<file path="src/avad_pkg.sv">
`timescale 1ns / 1ps
// ----------------------------------------------------------------------------
// avad_pkg
// Shared types and constants for the adaptive voice activity detector.
// ----------------------------------------------------------------------------
package avad_pkg;

	localparam int NumCh        = 2;
	localparam int ChW          = $clog2(NumCh);
	localparam int HistDepthDef = 16;
	localparam int BlockLenDef  = 128;
	localparam int MaxFrameDef  = 4096;
	localparam int QueueDepth   = 2;

	// widest frame record fields over the whole parameter range
	localparam int AbsSumMaxW = 32;
	localparam int FrameMaxW  = 17;

	localparam logic [1:0] RegMinThreshold  = 2'd0;
	localparam logic [1:0] RegSensitivity   = 2'd1;
	localparam logic [1:0] RegChannelsInUse = 2'd2;

	localparam logic [15:0] MinThresholdRst = 16'd655;
	localparam logic [15:0] SensitivityRst  = 16'd16384;
	localparam logic [1:0]  ChannelsRst     = 2'd1;

	// background factor is 2.5 - sensitivity, in Q15
	localparam logic [16:0] FactorBase = 17'd81920;

	typedef struct packed {
		logic [15:0] min_threshold;
		logic [15:0] sensitivity;
		logic [1:0]  channels_in_use;
	} cfg_t;

	typedef struct packed {
		logic [NumCh-1:0][AbsSumMaxW-1:0] abs_sum;
		logic [NumCh-1:0][15:0]           bg;
		logic [FrameMaxW-1:0]             n;
	} frame_rec_t;

endpackage

</file>
<file path="src/avad_front.sv">
`timescale 1ns / 1ps
// ----------------------------------------------------------------------------
// avad_front
// Per-sample accumulation of frame and block magnitude sums; emits one frame
// record at each frame end.
// ----------------------------------------------------------------------------
module avad_front #(
	parameter int BLOCK_LEN = avad_pkg::BlockLenDef,
	parameter int MAX_FRAME = avad_pkg::MaxFrameDef
) (
	input  logic                     clk,
	input  logic                     arst_n,
	input  logic signed [15:0]       sample_a,
	input  logic signed [15:0]       sample_b,
	input  logic                     last_of_frame,
	input  logic                     in_valid,
	output logic                     in_stall,
	input  logic                     queue_full,
	output logic                     push,
	output avad_pkg::frame_rec_t     push_rec
);

	localparam int FCW = $clog2(MAX_FRAME + 1);
	localparam int ASW = 16 + $clog2(MAX_FRAME);
	localparam int LBL = $clog2(BLOCK_LEN);
	localparam int BW  = 16 + LBL;

	logic [FCW-1:0] fc_q;
	logic [ASW-1:0] abs_q [avad_pkg::NumCh];
	logic [BW-1:0]  blk_q [avad_pkg::NumCh];
	logic [BW-1:0]  min_q [avad_pkg::NumCh];
	logic           full_seen_q;

	logic [15:0]    mag      [avad_pkg::NumCh];
	logic [ASW-1:0] abs_next [avad_pkg::NumCh];
	logic [BW-1:0]  blk_next [avad_pkg::NumCh];
	logic [BW-1:0]  min_next [avad_pkg::NumCh];
	logic [BW-1:0]  bg_src   [avad_pkg::NumCh];
	logic [FCW-1:0] n;
	logic           block_done;
	logic           full_next;
	logic           frame_end;
	logic           accept;

	assign in_stall   = queue_full;
	assign accept     = in_valid && !in_stall;
	assign n          = fc_q + FCW'(1);
	assign block_done = (n[LBL-1:0] == '0);
	assign full_next  = full_seen_q || block_done;
	assign frame_end  = last_of_frame || (n >= FCW'(MAX_FRAME));
	assign push       = accept && frame_end;

	assign mag[0] = sample_a[15] ? 16'(~sample_a + 16'd1) : sample_a;
	assign mag[1] = sample_b[15] ? 16'(~sample_b + 16'd1) : sample_b;

	always_comb begin
		for (int c = 0; c < avad_pkg::NumCh; c++) begin
			abs_next[c] = abs_q[c] + ASW'(mag[c]);
			blk_next[c] = blk_q[c] + BW'(mag[c]);
			if (block_done && (!full_seen_q || blk_next[c] < min_q[c])) begin
				min_next[c] = blk_next[c];
			end else begin
				min_next[c] = min_q[c];
			end
			bg_src[c] = full_next ? min_next[c] : blk_next[c];
			push_rec.abs_sum[c] = avad_pkg::AbsSumMaxW'(abs_next[c]);
			push_rec.bg[c]      = 16'(bg_src[c] >> LBL);
		end
		push_rec.n = avad_pkg::FrameMaxW'(n);
	end

	always_ff @(posedge clk or negedge arst_n) begin
		if (!arst_n) begin
			fc_q        <= '0;
			full_seen_q <= 1'b0;
			for (int c = 0; c < avad_pkg::NumCh; c++) begin
				abs_q[c] <= '0;
				blk_q[c] <= '0;
				min_q[c] <= '0;
			end
		end else if (accept) begin
			if (frame_end) begin
				fc_q        <= '0;
				full_seen_q <= 1'b0;
				for (int c = 0; c < avad_pkg::NumCh; c++) begin
					abs_q[c] <= '0;
					blk_q[c] <= '0;
					min_q[c] <= '0;
				end
			end else begin
				fc_q        <= n;
				full_seen_q <= full_next;
				for (int c = 0; c < avad_pkg::NumCh; c++) begin
					abs_q[c] <= abs_next[c];
					blk_q[c] <= block_done ? '0 : blk_next[c];
					min_q[c] <= min_next[c];
				end
			end
		end
	end

endmodule

</file>
<file path="src/avad_queue.sv">
`timescale 1ns / 1ps
// ----------------------------------------------------------------------------
// avad_queue
// Small register queue of frame records between the front and back ends.
// ----------------------------------------------------------------------------
module avad_queue #(
	parameter int DEPTH = avad_pkg::QueueDepth
) (
	input  logic                 clk,
	input  logic                 arst_n,
	input  logic                 push,
	input  avad_pkg::frame_rec_t push_rec,
	output logic                 full,
	input  logic                 pop,
	output avad_pkg::frame_rec_t head,
	output logic                 empty
);

	localparam int PW = (DEPTH > 1) ? $clog2(DEPTH) : 1;
	localparam int CW = $clog2(DEPTH + 1);

	avad_pkg::frame_rec_t mem_q [DEPTH];
	logic [PW-1:0] wr_q;
	logic [PW-1:0] rd_q;
	logic [CW-1:0] cnt_q;

	assign full  = (cnt_q == CW'(DEPTH));
	assign empty = (cnt_q == '0);
	assign head  = mem_q[rd_q];

	always_ff @(posedge clk) begin
		if (push) begin
			mem_q[wr_q] <= push_rec;
		end
	end

	always_ff @(posedge clk or negedge arst_n) begin
		if (!arst_n) begin
			wr_q  <= '0;
			rd_q  <= '0;
			cnt_q <= '0;
		end else begin
			if (push) begin
				wr_q <= (wr_q == PW'(DEPTH - 1)) ? '0 : wr_q + PW'(1);
			end
			if (pop) begin
				rd_q <= (rd_q == PW'(DEPTH - 1)) ? '0 : rd_q + PW'(1);
			end
			if (push && !pop) begin
				cnt_q <= cnt_q + CW'(1);
			end else if (pop && !push) begin
				cnt_q <= cnt_q - CW'(1);
			end
		end
	end

endmodule

</file>
<file path="src/avad_back.sv">
`timescale 1ns / 1ps
// ----------------------------------------------------------------------------
// avad_back
// Frame-end decision: threshold and history tests per channel, history
// update and result register.
// ----------------------------------------------------------------------------
module avad_back #(
	parameter int HISTORY_DEPTH = avad_pkg::HistDepthDef,
	parameter int MAX_FRAME     = avad_pkg::MaxFrameDef
) (
	input  logic                 clk,
	input  logic                 arst_n,
	input  avad_pkg::cfg_t       cfg,
	input  logic                 empty,
	input  avad_pkg::frame_rec_t head,
	output logic                 pop,
	output logic                 active,
	output logic [15:0]          background_a,
	output logic [15:0]          background_b,
	output logic                 out_valid,
	input  logic                 out_stall
);

	localparam int FCW = $clog2(MAX_FRAME + 1);
	localparam int ASW = 16 + $clog2(MAX_FRAME);
	localparam int HW  = 16 + $clog2(HISTORY_DEPTH);
	localparam int IW  = (HISTORY_DEPTH > 1) ? $clog2(HISTORY_DEPTH) : 1;
	localparam int TW  = 16 + FCW;
	localparam int FW  = 17 + FCW;
	localparam int RW  = HW + FW;
	localparam int LW  = ASW + 15 + $clog2(HISTORY_DEPTH) + 1;
	localparam int CMW = (LW > RW) ? LW : RW;
	localparam int LhsScale = HISTORY_DEPTH * 32768;

	typedef enum logic [2:0] {
		ST_IDLE,
		ST_MUL1,
		ST_MUL2,
		ST_CMP,
		ST_WRITE
	} state_t;

	state_t               state_q;
	avad_pkg::frame_rec_t rec_q;
	logic [avad_pkg::ChW-1:0] ch_q;
	logic [TW-1:0]        t1_q;
	logic [FW-1:0]        fn_q;
	logic [RW-1:0]        rhs_q;
	logic                 act_q;
	logic [15:0]          hist_q [avad_pkg::NumCh][HISTORY_DEPTH];
	logic [HW-1:0]        hsum_q [avad_pkg::NumCh];
	logic [IW-1:0]        idx_q;
	logic                 out_valid_q;
	logic                 active_q;
	logic [15:0]          bg_a_q;
	logic [15:0]          bg_b_q;

	logic                 two_ch;
	logic [avad_pkg::ChW-1:0] last_ch;
	logic [FCW-1:0]       n;
	logic [16:0]          factor;
	logic [ASW-1:0]       abs_cur;
	logic [LW-1:0]        lhs;
	logic                 hit;

	// zero acts as one channel, three as two
	assign two_ch  = (cfg.channels_in_use[1] == 1'b1) && (avad_pkg::NumCh >= 2);
	assign last_ch = two_ch ? avad_pkg::ChW'(1) : '0;
	assign n       = FCW'(rec_q.n);
	assign factor  = avad_pkg::FactorBase - {1'b0, cfg.sensitivity};
	assign abs_cur = ASW'(rec_q.abs_sum[ch_q]);
	assign lhs     = LW'(abs_cur) * LW'(LhsScale);
	assign hit     = (TW'(abs_cur) > t1_q && abs_cur <= ASW'({TW{1'b1}})) ||
		(ASW > TW && abs_cur > ASW'({TW{1'b1}})) ||
		(CMW'(lhs) > CMW'(rhs_q));
	assign pop     = (state_q == ST_IDLE) && !empty;

	assign active       = active_q;
	assign background_a = bg_a_q;
	assign background_b = bg_b_q;
	assign out_valid    = out_valid_q;

	always_ff @(posedge clk or negedge arst_n) begin
		if (!arst_n) begin
			state_q     <= ST_IDLE;
			rec_q       <= '0;
			ch_q        <= '0;
			t1_q        <= '0;
			fn_q        <= '0;
			rhs_q       <= '0;
			act_q       <= 1'b0;
			idx_q       <= '0;
			out_valid_q <= 1'b0;
			active_q    <= 1'b0;
			bg_a_q      <= '0;
			bg_b_q      <= '0;
			for (int c = 0; c < avad_pkg::NumCh; c++) begin
				hsum_q[c] <= '0;
				for (int k = 0; k < HISTORY_DEPTH; k++) begin
					hist_q[c][k] <= '0;
				end
			end
		end else begin
			// the write state loads the next beat itself
			if (out_valid_q && !out_stall && state_q != ST_WRITE) begin
				out_valid_q <= 1'b0;
			end
			case (state_q)
				ST_IDLE: begin
					if (!empty) begin
						rec_q   <= head;
						state_q <= ST_MUL1;
					end
				end
				ST_MUL1: begin
					t1_q    <= TW'(cfg.min_threshold) * TW'(n);
					fn_q    <= FW'(factor) * FW'(n);
					ch_q    <= '0;
					act_q   <= 1'b0;
					state_q <= ST_MUL2;
				end
				ST_MUL2: begin
					rhs_q   <= RW'(hsum_q[ch_q]) * RW'(fn_q);
					state_q <= ST_CMP;
				end
				ST_CMP: begin
					act_q <= act_q || hit;
					if (ch_q == last_ch) begin
						state_q <= ST_WRITE;
					end else begin
						ch_q    <= ch_q + avad_pkg::ChW'(1);
						state_q <= ST_MUL2;
					end
				end
				ST_WRITE: begin
					if (!out_valid_q || !out_stall) begin
						out_valid_q <= 1'b1;
						active_q    <= act_q;
						bg_a_q      <= rec_q.bg[0];
						bg_b_q      <= two_ch ? rec_q.bg[1] : 16'd0;
						for (int c = 0; c < avad_pkg::NumCh; c++) begin
							if (c == 0 || two_ch) begin
								hist_q[c][idx_q] <= rec_q.bg[c];
								hsum_q[c] <= hsum_q[c] + HW'(rec_q.bg[c]) -
									HW'(hist_q[c][idx_q]);
							end
						end
						idx_q   <= (idx_q == IW'(HISTORY_DEPTH - 1)) ? '0 : idx_q + IW'(1);
						state_q <= ST_IDLE;
					end
				end
				default: begin
					state_q <= ST_IDLE;
				end
			endcase
		end
	end

endmodule

</file>
<file path="src/adaptive_voice_activity_detect.sv">
`timescale 1ns / 1ps
// ----------------------------------------------------------------------------
// adaptive_voice_activity_detect
// Energy-based voice activity detector for two Q15 channels with an
// adaptive background history.
//
//   port group   direction  handshake            payload
//   input        in         in_valid / in_stall  sample_a, sample_b, last_of_frame
//   result       out        out_valid/out_stall  active, background_a, background_b
//   config       in         cfg_we               cfg_index, cfg_data
//
// The front end takes one sample beat per cycle. A frame end is queued and
// judged by the back end (ST_MUL1, then ST_MUL2 and ST_CMP for each
// channel against the running history sums), then held in the result
// register. Input stalls only while the frame record queue is full.
// Reset clears all sums and the background history at once; no clearing pass.
// BLOCK_LEN must be a power of two.
// ----------------------------------------------------------------------------
module adaptive_voice_activity_detect #(
	parameter int HISTORY_DEPTH = avad_pkg::HistDepthDef,
	parameter int BLOCK_LEN     = avad_pkg::BlockLenDef,
	parameter int MAX_FRAME     = avad_pkg::MaxFrameDef
) (
	input  logic               clk,
	input  logic               arst_n,
	input  logic signed [15:0] sample_a,
	input  logic signed [15:0] sample_b,
	input  logic               last_of_frame,
	input  logic               in_valid,
	output logic               in_stall,
	output logic               active,
	output logic [15:0]        background_a,
	output logic [15:0]        background_b,
	output logic               out_valid,
	input  logic               out_stall,
	input  logic               cfg_we,
	input  logic [1:0]         cfg_index,
	input  logic [15:0]        cfg_data
);

	avad_pkg::cfg_t       cfg_q;
	avad_pkg::frame_rec_t push_rec;
	avad_pkg::frame_rec_t head;
	logic                 push;
	logic                 pop;
	logic                 queue_full;
	logic                 queue_empty;

	always_ff @(posedge clk or negedge arst_n) begin
		if (!arst_n) begin
			cfg_q.min_threshold   <= avad_pkg::MinThresholdRst;
			cfg_q.sensitivity     <= avad_pkg::SensitivityRst;
			cfg_q.channels_in_use <= avad_pkg::ChannelsRst;
		end else if (cfg_we) begin
			case (cfg_index)
				avad_pkg::RegMinThreshold:  cfg_q.min_threshold   <= cfg_data;
				avad_pkg::RegSensitivity:   cfg_q.sensitivity     <= cfg_data;
				avad_pkg::RegChannelsInUse: cfg_q.channels_in_use <= cfg_data[1:0];
				default: begin
				end
			endcase
		end
	end

	avad_front #(
		.BLOCK_LEN (BLOCK_LEN),
		.MAX_FRAME (MAX_FRAME)
	) u_front (
		.clk           (clk),
		.arst_n        (arst_n),
		.sample_a      (sample_a),
		.sample_b      (sample_b),
		.last_of_frame (last_of_frame),
		.in_valid      (in_valid),
		.in_stall      (in_stall),
		.queue_full    (queue_full),
		.push          (push),
		.push_rec      (push_rec)
	);

	avad_queue #(
		.DEPTH (avad_pkg::QueueDepth)
	) u_queue (
		.clk      (clk),
		.arst_n   (arst_n),
		.push     (push),
		.push_rec (push_rec),
		.full     (queue_full),
		.pop      (pop),
		.head     (head),
		.empty    (queue_empty)
	);

	avad_back #(
		.HISTORY_DEPTH (HISTORY_DEPTH),
		.MAX_FRAME     (MAX_FRAME)
	) u_back (
		.clk          (clk),
		.arst_n       (arst_n),
		.cfg          (cfg_q),
		.empty        (queue_empty),
		.head         (head),
		.pop          (pop),
		.active       (active),
		.background_a (background_a),
		.background_b (background_b),
		.out_valid    (out_valid),
		.out_stall    (out_stall)
	);

endmodule

</file>
<file path="config.mk">
export PLATFORM = sky130hd
export DESIGN_NAME = adaptive_voice_activity_detect
export DESIGN_NICKNAME = d
export VERILOG_FILES = /design/src/avad_pkg.sv /design/src/avad_front.sv /design/src/avad_queue.sv /design/src/avad_back.sv /design/src/adaptive_voice_activity_detect.sv
export SDC_FILE = /design/constraint.sdc
export NUM_CORES = 2
export LEC_CHECK = 0
export BUFFER_PORTS_ARGS = -buffer_cell sky130_fd_sc_hd__buf_2
export CAP_MARGIN = 20
export CORE_AREA = 2 2 478 480
export CTS_BUF_LIST = sky130_fd_sc_hd__clkbuf_8 sky130_fd_sc_hd__clkbuf_16
export DETAILED_ROUTE_END_ITERATION = 12
export DIE_AREA = 0 0 480 482
export PLACE_DENSITY_LB_ADDON = 0.25
export SYNTH_ARGS = -nofsm -noshare
export SYNTH_HDL_FRONTEND = slang
export SYNTH_SLANG_ARGS = --single-unit
</file>
<file path="constraint.sdc">
create_clock -name clk -period 9.8 [get_ports clk]
set_clock_uncertainty 0.05 [all_clocks]
set_input_delay 1.47 -clock clk [delete_from_list [all_inputs] [get_ports clk]]
set_output_delay 1.47 -clock clk [all_outputs]
set_load 0.02 [all_outputs]
</file>
==> metrics <==
Worst Hold Launch=u_back.hist_q[451]$_DFFE_PN0P_; synth unique cells=72; Max Cap Violations=0; CTS Hold Buffers Added=0; # clock sinks=1206; Final #Nets=10300; total grt overflow=0; WP data arrival=9.03 ns; clk_lat worst skew=0.82 ns; sequential-to-total area share from yosys stat=0.346; clock slew at reported path FFs=0.06 ns; R2R setup slack=1.40 ns; cell taking the most area after synthesis=dfrtp_1; overall die height=482 um; outcome=finished clean; Area growth syn-to-layout=9.11%; Max clock buf depth=3; htree depth=4; Hold WS=0.422 ns; Final Util=0.435; flops & latches, synth=1206; Post-synth EDFFs=202; WHS Path Cells=2; Tcrit/Tclk final=0.858; hold crit path type=reg -> reg; Starting Density=0.398; Setup TNS Final=0 ns; fin crit period=8.40 ns; core area=226000 um^2; post-synth top area share=0.277; Synth async-reset ratio=0.833; Slew HR=0.229; Mapped Cells=9076; DR WL/cell=19.5 um; RR Startpoint=u_back.ch_q$_DFFE_PN0P_; number of global-route vias before repair=65800; Synthesis Warnings=0; Row Count=175; post-synthesis cell area=90200 um^2; Worst Hold End=u_back.hist_q[451]$_DFFE_PN0P_; Placer Congestion=0.880; DRT Wirelength=235000 um; routed vias/inst=5.25; layout cells sized above 1=0.0839; Crit path required time=10.43 ns; Post-Synthesis Net Count=10500; Fillers=21700; die area=231000 um^2; Pre-Repair DR Iteration Count=5; postcts setup bufs=0; Critical Path End Type=flop; Tightest Pin Transition=1.15 ns; worst reg2reg path depth=25; vias post-DR=63200; initial antenna violation count=8; predominant post-synthesis flop cell=dfrtp_1; I/O pins=91; unrepaired setup endpoints after global routing=no; CTS Buf Count=132; CTS tree=done; Die X=480 um; largest net degree at the start of global routing=186; CTS Root Cell=clkbuf_16; Area contributors post-synth=dfrtp_1 28%, fa_1 19%, ha_1 7.2%; HPWL after detailed placement=167000 um; Iter 0 DRT Violations=4000; first-pass GRT wire length=378000 um; mean post-synth cell area=9.94 um^2; Worst setup SP type=flop; Final Slew Violations=0; crit-path max FO=37; FMAX=119 MHz; r2r endpoint=u_back.rhs_q[44]$_DFFE_PN0P_; post-cts sizing count=0; GRT Resource Usage Total=0.207; DRC=0; Post-DRT Antenna Nets=0; Final Hold Fails=0; crit path kind=reg -> reg; Final setup viols=0; count of input and output buffers=90
==> metal layers <==
metal,global-route usage,vias up,part of all wire
li1,-,29300,-
met1,0.290,32300,0.45
met4,0.0500,8,0.021
met2,0.343,1378,0.48
met5,0,-,0.00023
met3,0.0248,270,0.045
==> cells in the mapped netlist (72+ instances only) <==
| library cell | number |
|---|---|
| ha_1 | 522 |
| nand3_1 | 72 |
| mux4_2 | 160 |
| nand2_1 | 1545 |
| inv_1 | 1151 |
| edfxtp_1 | 202 |
| a21o_1 | 129 |
| dfrtp_1 | 997 |
| mux2_2 | 87 |
| mux2i_1 | 104 |
| xnor2_1 | 162 |
| xor2_1 | 110 |
| a21oi_1 | 293 |
| a22o_1 | 99 |
| nor2_1 | 232 |
| o21ai_0 | 863 |
| and2_1 | 443 |
| clkbuf_1 | 489 |
| fa_1 | 855 |
==> worst max-delay path: stages, from the launching register on <==
cell and delay (ns):
dfrtp_4 0.71, buf_4 0.59, nand2_1 0.14, o21ai_2 0.35, buf_4 0.39, and2_1 0.20, fa_1 0.41, fa_1 0.51
fa_1 0.42, fa_1 0.51, fa_1 0.44, fa_1 0.51, inv_1 0.07, fa_1 0.50, inv_1 0.05, ha_1 0.39
nand2_1 0.09, o21ai_0 0.24, a21o_1 0.15, a21oi_1 0.06, o21a_1 0.20, o311ai_0 0.32, a21oi_1 0.19, o21a_1 0.28
or4_1 0.41, nand3_1 0.08
==> worst max-delay path by stage <==
stage | from | to | cells past startpoint
after floorplan | in_valid | u_queue.mem_q[0][0]$_DFFE_PP_ | 4
after global placement | u_back.ch_q$_DFFE_PN0P_ | u_back.rhs_q[44]$_DFFE_PN0P_ | 24
after detailed placement | u_back.ch_q$_DFFE_PN0P_ | u_back.rhs_q[44]$_DFFE_PN0P_ | 25
after CTS | u_back.ch_q$_DFFE_PN0P_ | u_back.rhs_q[44]$_DFFE_PN0P_ | 25
after global routing | u_back.ch_q$_DFFE_PN0P_ | u_back.rhs_q[44]$_DFFE_PN0P_ | 25
final | u_back.ch_q$_DFFE_PN0P_ | u_back.rhs_q[44]$_DFFE_PN0P_ | 25
==> through the flow <==
stage / worst slack (ns) / cells / instance area (um^2)
6_report: 1.40 / 12000 / 98400
5_1_grt: 0.929 / 12000 / 98400
4_1_cts: 1.39 / 12000 / 98300
3_5_place_dp: 1.42 / 11800 / 93700
3_3_place_gp: 1.58 / 11800 / 93700
2_1_floorplan: 0.140 / 9076 / 90200
==> state kept, by name (all words and copies together), names as in the netlist, 2 cells and up <==
signal / flops
cfg_q: 33
u_back.state_q: 3
u_back.n: 13
u_front.abs_q: 56
u_front.min_q: 46
u_back.rec_q: 88
u_back.idx_q: 4
u_back.background_a: 16
u_queue.mem_q: 202
u_back.background_b: 16
u_back.hist_q: 512
u_back.rhs_q: 50
u_queue.cnt_q: 2
u_back.hsum_q: 40
u_front.blk_q: 46
u_front.fc_q: 13
u_back.fn_q: 30
u_back.t1_q: 29
==> cells by family (layout without fill, tap and decap cells) <==
kind of cell | after synthesis | count (layout) | synth area share
other | 0 | 3 | 0
DFF | 1206 | 1206 | 0.346
AOI/OAI and AO/OA | 1626 | 1626 | 0.105
buffers and inverters | 1676 | 1623 | 0.0699
xor gates and xnor gates | 272 | 272 | 0.0264
and+or+nand+nor | 2568 | 2568 | 0.128
muxes | 351 | 351 | 0.0624
adders and majority gates | 1377 | 1377 | 0.262
==> cell usage in the layout (no fill, tap or decap), drive strengths merged, types with 21 or more instances in the layout <==
cell and n:
a21o 129, a21oi 295, a22o 99, a31oi 29, and2 444, and3 34, buf 229, clkbuf 148
clkinv 40, dfrtp 997, edfxtp 202, fa 855, ha 522, inv 1191, mux2 87, mux2i 104
mux4 160, nand2 1545, nand2b 27, nand3 72, nand4 59, nor2 232, nor2b 28, nor3 50
o21a 28, o21ai 868, o21bai 26, o31ai 38, or3 21, xnor2 162, xor2 110
==> area by class of cell <==
type | instances | area [um^2] | share of cell area
antenna | 3 | 7.51 | 0.0000763
clock buffer | 148 | 3530 | 0.0359
clock inverter | 95 | 1060 | 0.0108
inverter | 1151 | 4320 | 0.0439
multi-input combinational | 6194 | 52900 | 0.538
sequential | 1206 | 31200 | 0.317
tap | 3009 | 3760 | 0.0383
timing repair buffer | 229 | 1590 | 0.0162
Power is left out: the tool's default activity adds up to more than one toggle a clock period on the data nets, which glitch-free logic cannot reach.
